## src/rtl/ladr_pkg.sv

```systemverilog
// Shared constants for the anti-diagonal longest-run block.
package ladr_pkg;

    localparam int MAX_SIDE_DEFAULT = 64;

    localparam int SIDE_W      = 7;
    localparam int CELL_W      = 1;
    localparam int RUN_OUT_W   = 7;
    localparam int S_TDATA_W   = 8;
    localparam int M_TDATA_W   = 8;

    localparam logic [SIDE_W-1:0] SIDE_RESET = 7'd64;

endpackage

```

## src/rtl/ladr_scan.sv

```systemverilog
// Row and column position counters and anti-diagonal address generation.
module ladr_scan #(
    parameter int MAX_SIDE = ladr_pkg::MAX_SIDE_DEFAULT,
    localparam int POS_W   = (MAX_SIDE > 1) ? $clog2(MAX_SIDE) : 1,
    localparam int DIAG_W  = (MAX_SIDE > 1) ? $clog2(2 * MAX_SIDE - 1) : 1
) (
    input  logic                        clk,
    input  logic                        rst_n,
    input  logic                        advance,
    input  logic [ladr_pkg::SIDE_W-1:0] side,
    output logic [DIAG_W-1:0]           diag,
    output logic                        last
);

    localparam int MAXV_W = $clog2(MAX_SIDE + 1);
    localparam int CW     = (MAXV_W > ladr_pkg::SIDE_W) ? MAXV_W : ladr_pkg::SIDE_W;

    logic [POS_W-1:0] row_reg, row_next;
    logic [POS_W-1:0] col_reg, col_next;
    logic [CW-1:0]    side_ext;
    logic [CW-1:0]    eff_side;
    logic             col_end;
    logic             row_end;

    // Clamp the side to 1..MAX_SIDE
    always_comb
    begin
        side_ext = CW'(side);
        if (side_ext == '0)
        begin
            eff_side = CW'(1);
        end
        else if (side_ext > CW'(MAX_SIDE))
        begin
            eff_side = CW'(MAX_SIDE);
        end
        else
        begin
            eff_side = side_ext;
        end
    end

    assign col_end = (CW'(col_reg) + CW'(1)) >= eff_side;
    assign row_end = (CW'(row_reg) + CW'(1)) >= eff_side;
    assign last    = col_end && row_end;
    assign diag    = DIAG_W'(row_reg) + DIAG_W'(col_reg);

    always_comb
    begin
        row_next = row_reg;
        col_next = col_reg;
        if (advance)
        begin
            if (col_end)
            begin
                col_next = '0;
                row_next = row_end ? '0 : row_reg + POS_W'(1);
            end
            else
            begin
                col_next = col_reg + POS_W'(1);
            end
        end
    end

    always_ff @(posedge clk or negedge rst_n)
    begin
        if (!rst_n)
        begin
            row_reg <= '0;
            col_reg <= '0;
        end
        else
        begin
            row_reg <= row_next;
            col_reg <= col_next;
        end
    end

endmodule

```

## src/rtl/longest_antidiagonal_ones_run.sv

```systemverilog
// Top level: longest run of ones along the anti-diagonals of a streamed square matrix.
//
//  channel   | direction | handshake              | content
//  s_*       | in        | s_tvalid / s_tready    | one matrix cell per item, row-major
//  m_*       | out       | m_tvalid / m_tready    | longest run, one item per matrix
//  cfg_*     | in        | cfg_valid / cfg_ready  | matrix side length
//
// One cell per cycle while s_tready is high; the last cell passes stage 1, which does the
// read-increment-write of the per-diagonal run memory, before the result is registered.
// Reset clears positions, run valid bits and best run at once; side resets to 64.
// Input stalls only while a finished result is held and the next one is ready.
// Diagonal run state is dropped at once after each matrix through its valid bits.
module longest_antidiagonal_ones_run #(
    parameter int MAX_SIDE = ladr_pkg::MAX_SIDE_DEFAULT
) (
    input  logic                           clk,
    input  logic                           rst_n,
    input  logic                           s_tvalid,
    output logic                           s_tready,
    input  logic [ladr_pkg::S_TDATA_W-1:0] s_tdata,   // [0] cell_bit, [7:1] zero
    output logic                           m_tvalid,
    input  logic                           m_tready,
    output logic [ladr_pkg::M_TDATA_W-1:0] m_tdata,   // [6:0] longest_run, [7] zero
    input  logic                           cfg_valid,
    output logic                           cfg_ready,
    input  logic [ladr_pkg::SIDE_W-1:0]    cfg_data    // [6:0] matrix_side
);

    localparam int NUM_DIAGS = 2 * MAX_SIDE - 1;
    localparam int DIAG_W    = (MAX_SIDE > 1) ? $clog2(NUM_DIAGS) : 1;
    localparam int RUN_W     = $clog2(MAX_SIDE + 1);

    logic [ladr_pkg::SIDE_W-1:0] side_reg;

    logic [DIAG_W-1:0] scan_diag;
    logic              scan_last;
    logic              in_accept;

    logic [RUN_W-1:0]  run_mem [NUM_DIAGS];
    logic [NUM_DIAGS-1:0] valid_reg;
    logic [RUN_W-1:0]  rd_data_reg;

    logic              s1_valid_reg;
    logic              s1_bit_reg;
    logic              s1_last_reg;
    logic [DIAG_W-1:0] s1_diag_reg;
    logic              rd_ok_reg;
    logic              fwd_reg;
    logic [RUN_W-1:0]  fwd_val_reg;

    logic              s1_advance;
    logic              s1_fire;
    logic [RUN_W-1:0]  s1_prev;
    logic [RUN_W-1:0]  s1_run;
    logic [RUN_W-1:0]  best_cand;
    logic [RUN_W-1:0]  best_reg;

    logic              out_valid_reg;
    logic [RUN_W-1:0]  out_run_reg;

    assign cfg_ready = 1'b1;

    always_ff @(posedge clk or negedge rst_n)
    begin
        if (!rst_n)
        begin
            side_reg <= ladr_pkg::SIDE_RESET;
        end
        else if (cfg_valid)
        begin
            side_reg <= cfg_data;
        end
    end

    // Stage 1 moves unless it holds a result that the output cannot take.
    assign s1_advance = !(s1_valid_reg && s1_last_reg && out_valid_reg && !m_tready);
    assign s1_fire    = s1_valid_reg && s1_advance;
    assign s_tready   = s1_advance;
    assign in_accept  = s_tvalid && s_tready;

    ladr_scan #(
        .MAX_SIDE (MAX_SIDE)
    ) u_scan (
        .clk     (clk),
        .rst_n   (rst_n),
        .advance (in_accept),
        .side    (side_reg),
        .diag    (scan_diag),
        .last    (scan_last)
    );

    // Run of the diagonal before this cell: forwarded, stored, or cleared.
    always_comb
    begin
        if (fwd_reg)
        begin
            s1_prev = fwd_val_reg;
        end
        else if (rd_ok_reg)
        begin
            s1_prev = rd_data_reg;
        end
        else
        begin
            s1_prev = '0;
        end
        s1_run    = s1_bit_reg ? (s1_prev + RUN_W'(1)) : '0;
        best_cand = (s1_run > best_reg) ? s1_run : best_reg;
    end

    // Run memory: write back on a firing cell that does not end a matrix, read for the cell being taken.
    always_ff @(posedge clk)
    begin
        if (s1_fire && !s1_last_reg)
        begin
            run_mem[s1_diag_reg] <= s1_run;
        end
        if (in_accept)
        begin
            rd_data_reg <= run_mem[scan_diag];
            fwd_val_reg <= s1_run;
        end
    end

    always_ff @(posedge clk or negedge rst_n)
    begin
        if (!rst_n)
        begin
            valid_reg <= '0;
        end
        else if (s1_fire && s1_last_reg)
        begin
            valid_reg <= '0;
        end
        else if (s1_fire)
        begin
            valid_reg[s1_diag_reg] <= 1'b1;
        end
    end

    always_ff @(posedge clk or negedge rst_n)
    begin
        if (!rst_n)
        begin
            s1_valid_reg <= 1'b0;
            s1_bit_reg   <= 1'b0;
            s1_last_reg  <= 1'b0;
            s1_diag_reg  <= '0;
            rd_ok_reg    <= 1'b0;
            fwd_reg      <= 1'b0;
        end
        else if (s1_advance)
        begin
            s1_valid_reg <= in_accept;
            if (in_accept)
            begin
                s1_bit_reg  <= s_tdata[0];
                s1_last_reg <= scan_last;
                s1_diag_reg <= scan_diag;
                // A matrix ending now drops every stored run.
                rd_ok_reg   <= valid_reg[scan_diag] && !(s1_fire && s1_last_reg);
                fwd_reg     <= s1_fire && !s1_last_reg && (s1_diag_reg == scan_diag);
            end
        end
    end

    always_ff @(posedge clk or negedge rst_n)
    begin
        if (!rst_n)
        begin
            best_reg <= '0;
        end
        else if (s1_fire)
        begin
            best_reg <= s1_last_reg ? '0 : best_cand;
        end
    end

    always_ff @(posedge clk or negedge rst_n)
    begin
        if (!rst_n)
        begin
            out_valid_reg <= 1'b0;
            out_run_reg   <= '0;
        end
        else if (s1_fire && s1_last_reg)
        begin
            out_valid_reg <= 1'b1;
            out_run_reg   <= best_cand;
        end
        else if (m_tready)
        begin
            out_valid_reg <= 1'b0;
        end
    end

    assign m_tvalid = out_valid_reg;
    assign m_tdata  = {1'b0, ladr_pkg::RUN_OUT_W'(out_run_reg)};

    a_result_from_last: assert property (@(posedge clk) disable iff (!rst_n)
        $rose(out_valid_reg) |-> $past(s1_fire && s1_last_reg))
        else $error("result raised without a finished matrix");

    a_accept_loads_stage: assert property (@(posedge clk) disable iff (!rst_n)
        in_accept |=> s1_valid_reg)
        else $error("accepted item did not reach stage 1");

    a_runs_dropped: assert property (@(posedge clk) disable iff (!rst_n)
        (s1_fire && s1_last_reg) |=> (valid_reg == '0) && (best_reg == '0))
        else $error("run state not cleared after matrix end");

    a_no_overwrite: assert property (@(posedge clk) disable iff (!rst_n)
        (out_valid_reg && !m_tready && s1_valid_reg && s1_last_reg) |=> $stable(out_run_reg))
        else $error("held result overwritten");

endmodule

```

## config.mk

```make
export PLATFORM = sky130hd
export DESIGN_NAME = longest_antidiagonal_ones_run
export DESIGN_NICKNAME = d
export VERILOG_FILES = /design/src/rtl/ladr_pkg.sv /design/src/rtl/ladr_scan.sv /design/src/rtl/longest_antidiagonal_ones_run.sv
export SDC_FILE = /design/constraint.sdc
export NUM_CORES = 1
export LEC_CHECK = 0
export ABC_AREA = 1
export CELL_PAD_IN_SITES_DETAIL_PLACEMENT = 0
export CELL_PAD_IN_SITES_GLOBAL_PLACEMENT = 2
export CORE_MARGIN = 8
export CORE_UTILIZATION = 38
export CTS_BUF_LIST = sky130_fd_sc_hd__clkbuf_4 sky130_fd_sc_hd__clkbuf_8
export DETAILED_ROUTE_END_ITERATION = 10
export DONT_BUFFER_PORTS = 1
export GPL_ROUTABILITY_DRIVEN = 0
export PLACE_DENSITY = 0.7
export SLEW_MARGIN = 20
export SYNTH_ARGS = -nofsm -noshare
export SYNTH_HDL_FRONTEND = slang
export SYNTH_SLANG_ARGS = --single-unit
```

## constraint.sdc

```tcl
create_clock -name clk -period 16.4 [get_ports clk]
set_clock_uncertainty 0.15 [all_clocks]
set_input_delay 0.82 -clock clk [delete_from_list [all_inputs] [get_ports clk]]
set_output_delay 0.82 -clock clk [all_outputs]
set_load 0.05 [all_outputs]
```

==> key figures <==
Setup path
  – Setup crit start kind: register
  – CP Capture Type: register
  – FF-to-FF Start: u_scan.col_reg[0]$_DFFE_PN0P_
  – Worst path buffer plus inverter count: 3
  – Crit path from: u_scan.col_reg[0]$_DFFE_PN0P_
  – Slowest stage delay, CP: 1080 ps
  – WP data required: 16,950 ps
  – Worst EP arrival: 5910 ps
  – CP Max Fanout: 65
  – Worst path top cell family by delay: buffers and inverters
  – Worst path slowest cell: fa_4
  – Crit Path Class: register to register
  – Crit path cell chain: ha_4 > fa_4 > buf_4 > buf_4 > buf_4 > o21ai_0 > o211ai_1 > nand3_1 > nand2_1 > nand2_1 > nand3_1 > nand3_1 > nand2_1

Worst hold path
  – Hold_sp: valid_reg[73]$_DFFE_PN0P_
  – Min-delay worst type: register to register

Timing
  – Setup_tns: 0 ps
  – Period utilization: 32.7%
  – Slew @ Worst Pin: 1170 ps
  – Slew Limit Fails: 0
  – Fmax: 0.187 GHz
  – RSZ-0062 raised after global routing: no
  – Relative slew slack: roughly 22%
  – # setup viols final: 0
  – Worst hold slack: 336 ps
  – Final hold viol count: 0
  – Final Critical Period: 5360 ps

Floorplanning
  – Die width: 363 um
  – Total core area: 0.120 sq mm
  – DIE AREA: 0.132 sq mm
  – Die Y: 363 um
  – Row count: 127
  – Initial Utilization: 38.2%
  – IO Pins: 31

Final layout
  – Final instance area: 0.0513 sq mm
  – Area delta synth->final: 12.1%
  – Footprint of the multi-input gates: roughly 0.013 sq mm
  – Non-filler cells, final: 5,860
  – Layout cells sized above 1: 11.0%
  – NumNets Final: a little over 4,000
  – Max reg flops: roughly 890
  – Fillers: between 10,000 and 15,000
  – Sequential cell area: 0.0314 sq mm

Synthesis
  – Netlist Area Pre-Place: between 0.04 and 0.05 sq mm
  – #FFs+latches synth: 1,076
  – Syn_nets: 4,170
  – Post-synth top area share: 59.3%
  – Syn. warnings: 0
  – Synthesized area per cell: roughly 11 sq um
  – Distinct cells, synth: 37
  – Post-synth ARST share: between 10% and 20%
  – Proportion of synthesized chip area in sequential cells: roughly 69%
  – Synth area leader: edfxtp_1
  – Top_reg_cell synth: edfxtp_1
  – Cells taking the most area after synthesis: edfxtp_1 59%, dfrtp_1 9.4%, nor2_1 7.2%, o21ai_0 5.1%, nand3_1 4.4%
  – Mapped Cells: ~4,100
  – EDFF count, synth: around 900

Status
  – Status: finished, final reports clean

CTS
  – Worst-Skew Late Latency: 850 ps
  – Postcts setup bufs: 0
  – CTS tree: done
  – Num CTS Buffers: 188
  – H-tree depth: 4
  – Clock tree buffer depth: 3
  – Root Buffer: clkbuf_8
  – Clk pin slew, worst setup/hold paths: 50 ps
  – CTS sink count: 1,076

Place
  – PortBufs: 0
  – Placed Instances: 5,514
  – Area after DPL: 0.0473 sq mm
  – Dpl hpwl: 69.3 mm

Drt
  – Routed wire length: 133 mm
  – Post-DR wirelength/cell: 22.6 um
  – DR iter-0 viols: about 2,700
  – Antenna-violating nets left: 0
  – Vias per cell: about 5.3
  – Routed via count: 31,200
  – Detailed Routing Iterations Pass 1: 5
  – Post-route DRC violation count: 0

Run
  – Max cap viols: 0

Global route
  – Initial antenna violation count: 1
  – First-pass GRT wire length: roughly 200 mm
  – Largest net degree at the start of global routing: 203
  – Global Route Usage Sum: 19.7%
  – Vias in the first global route: 30,600
  – Remaining Overflow, GRT: 0
cell families after synthesis:
group           after synthesis  share of synthesized area, %
simple gates               1841                          16.7
flops                      1076                          68.8
other cells                   2                        0.0164
xor+xnor                     10                         0.191
buf+inv                     381                          3.81
compound gates              774                          9.53
mux                           4                        0.0985
fa+ha+maj                    31                         0.864
through the flow:
| step | util, % | setup slack, ps |
|---|---|---|
| 3_3_place_gp | 39.3 | 11000 |
| 3_5_place_dp | 39.5 | 11020 |
| 4_1_cts | 42.7 | 10990 |
| 5_1_grt | 42.8 | 10820 |
| 6_report | 42.8 | 11040 |
| 2_1_floorplan | - | 10420 |
layout make-up:
| type | count | share of cell area (%) |
|---|---|---|
| antenna | 2 | 0.00976 |
| clock buffer | 288 | 6.68 |
| clock inverter | 41 | 0.437 |
| inverter | 94 | 0.737 |
| multi-input combinational | 2662 | 25.3 |
| sequential | 1076 | 61.3 |
| tap | 1612 | 3.93 |
| timing repair buffer | 85 | 1.52 |
cell usage in the layout (no fill, tap or decap), types with 27 or more instances in the layout:
cell type	n
clkbuf_4	86
a31oi_1	125
nor3_1	67
clkinv_1	31
a21oi_1	27
inv_1	84
nor3_2	64
o211ai_1	101
nand3_1	399
dfrtp_1	172
nor2_1	869
clkbuf_8	202
nand2_1	414
edfxtp_1	903
ha_1	29
o21ai_0	463
buf_4	63
synth_stat cells, types with 26 or more instances:
cell      instances
dfrtp_1         172
edfxtp_1        903
o211ai_1        101
nand2_1         419
nor3_1          129
buf_4            26
ha_1             30
a21oi_1          27
a31oi_1         125
nand3_1         399
o21ai_0         463
clkbuf_1        124
inv_1            90
nor2_1          874
buf_2           101
routing by layer:
metal  GRT usage [%]  wire length, um  part of all wire [%]  vias to the layer above
met4            6.26             3240                   2.4                        0
met2            31.4            62000                    47                      736
met3            2.84             5560                   4.2                      214
met1            28.0            61900                    47                    15600
li1                -                -                     -                    14700
met5               0                0                     0                        -
worst register-to-register path, delay by kind of cell (launching register included):
family,cells,cell delay (ps)
flip-flops,1,490
AND/OR/NAND/NOR,6,920
adder cells (fa/ha/maj),2,1310
buffers and inverters,3,1790
AO/OA/AOI/OAI,2,540
repair_timing:
item	4_1_cts	5_1_grt
hold endpoints to repair	183	0
hold buffers	13	0
gates resized for setup	0	0
path summary, 6_finish.rpt:
check                           slack, ps  cells after the start                             to
worst max-delay path                11040                     13       rd_data_reg[0]$_DFFE_PP_
worst min-delay path                  340                      2      valid_reg[73]$_DFFE_PN0P_
worst max register to register      11040                     13       rd_data_reg[0]$_DFFE_PP_
worst min register to register        340                      2      valid_reg[73]$_DFFE_PN0P_
max in group asynchronous           14660                      2  u_scan.col_reg[4]$_DFFE_PN0P_
min in group asynchronous             520                      2      valid_reg[13]$_DFFE_PN0P_
Power is left out: the tool's default activity adds up to more than one toggle a clock period on the data nets, which glitch-free logic cannot reach.
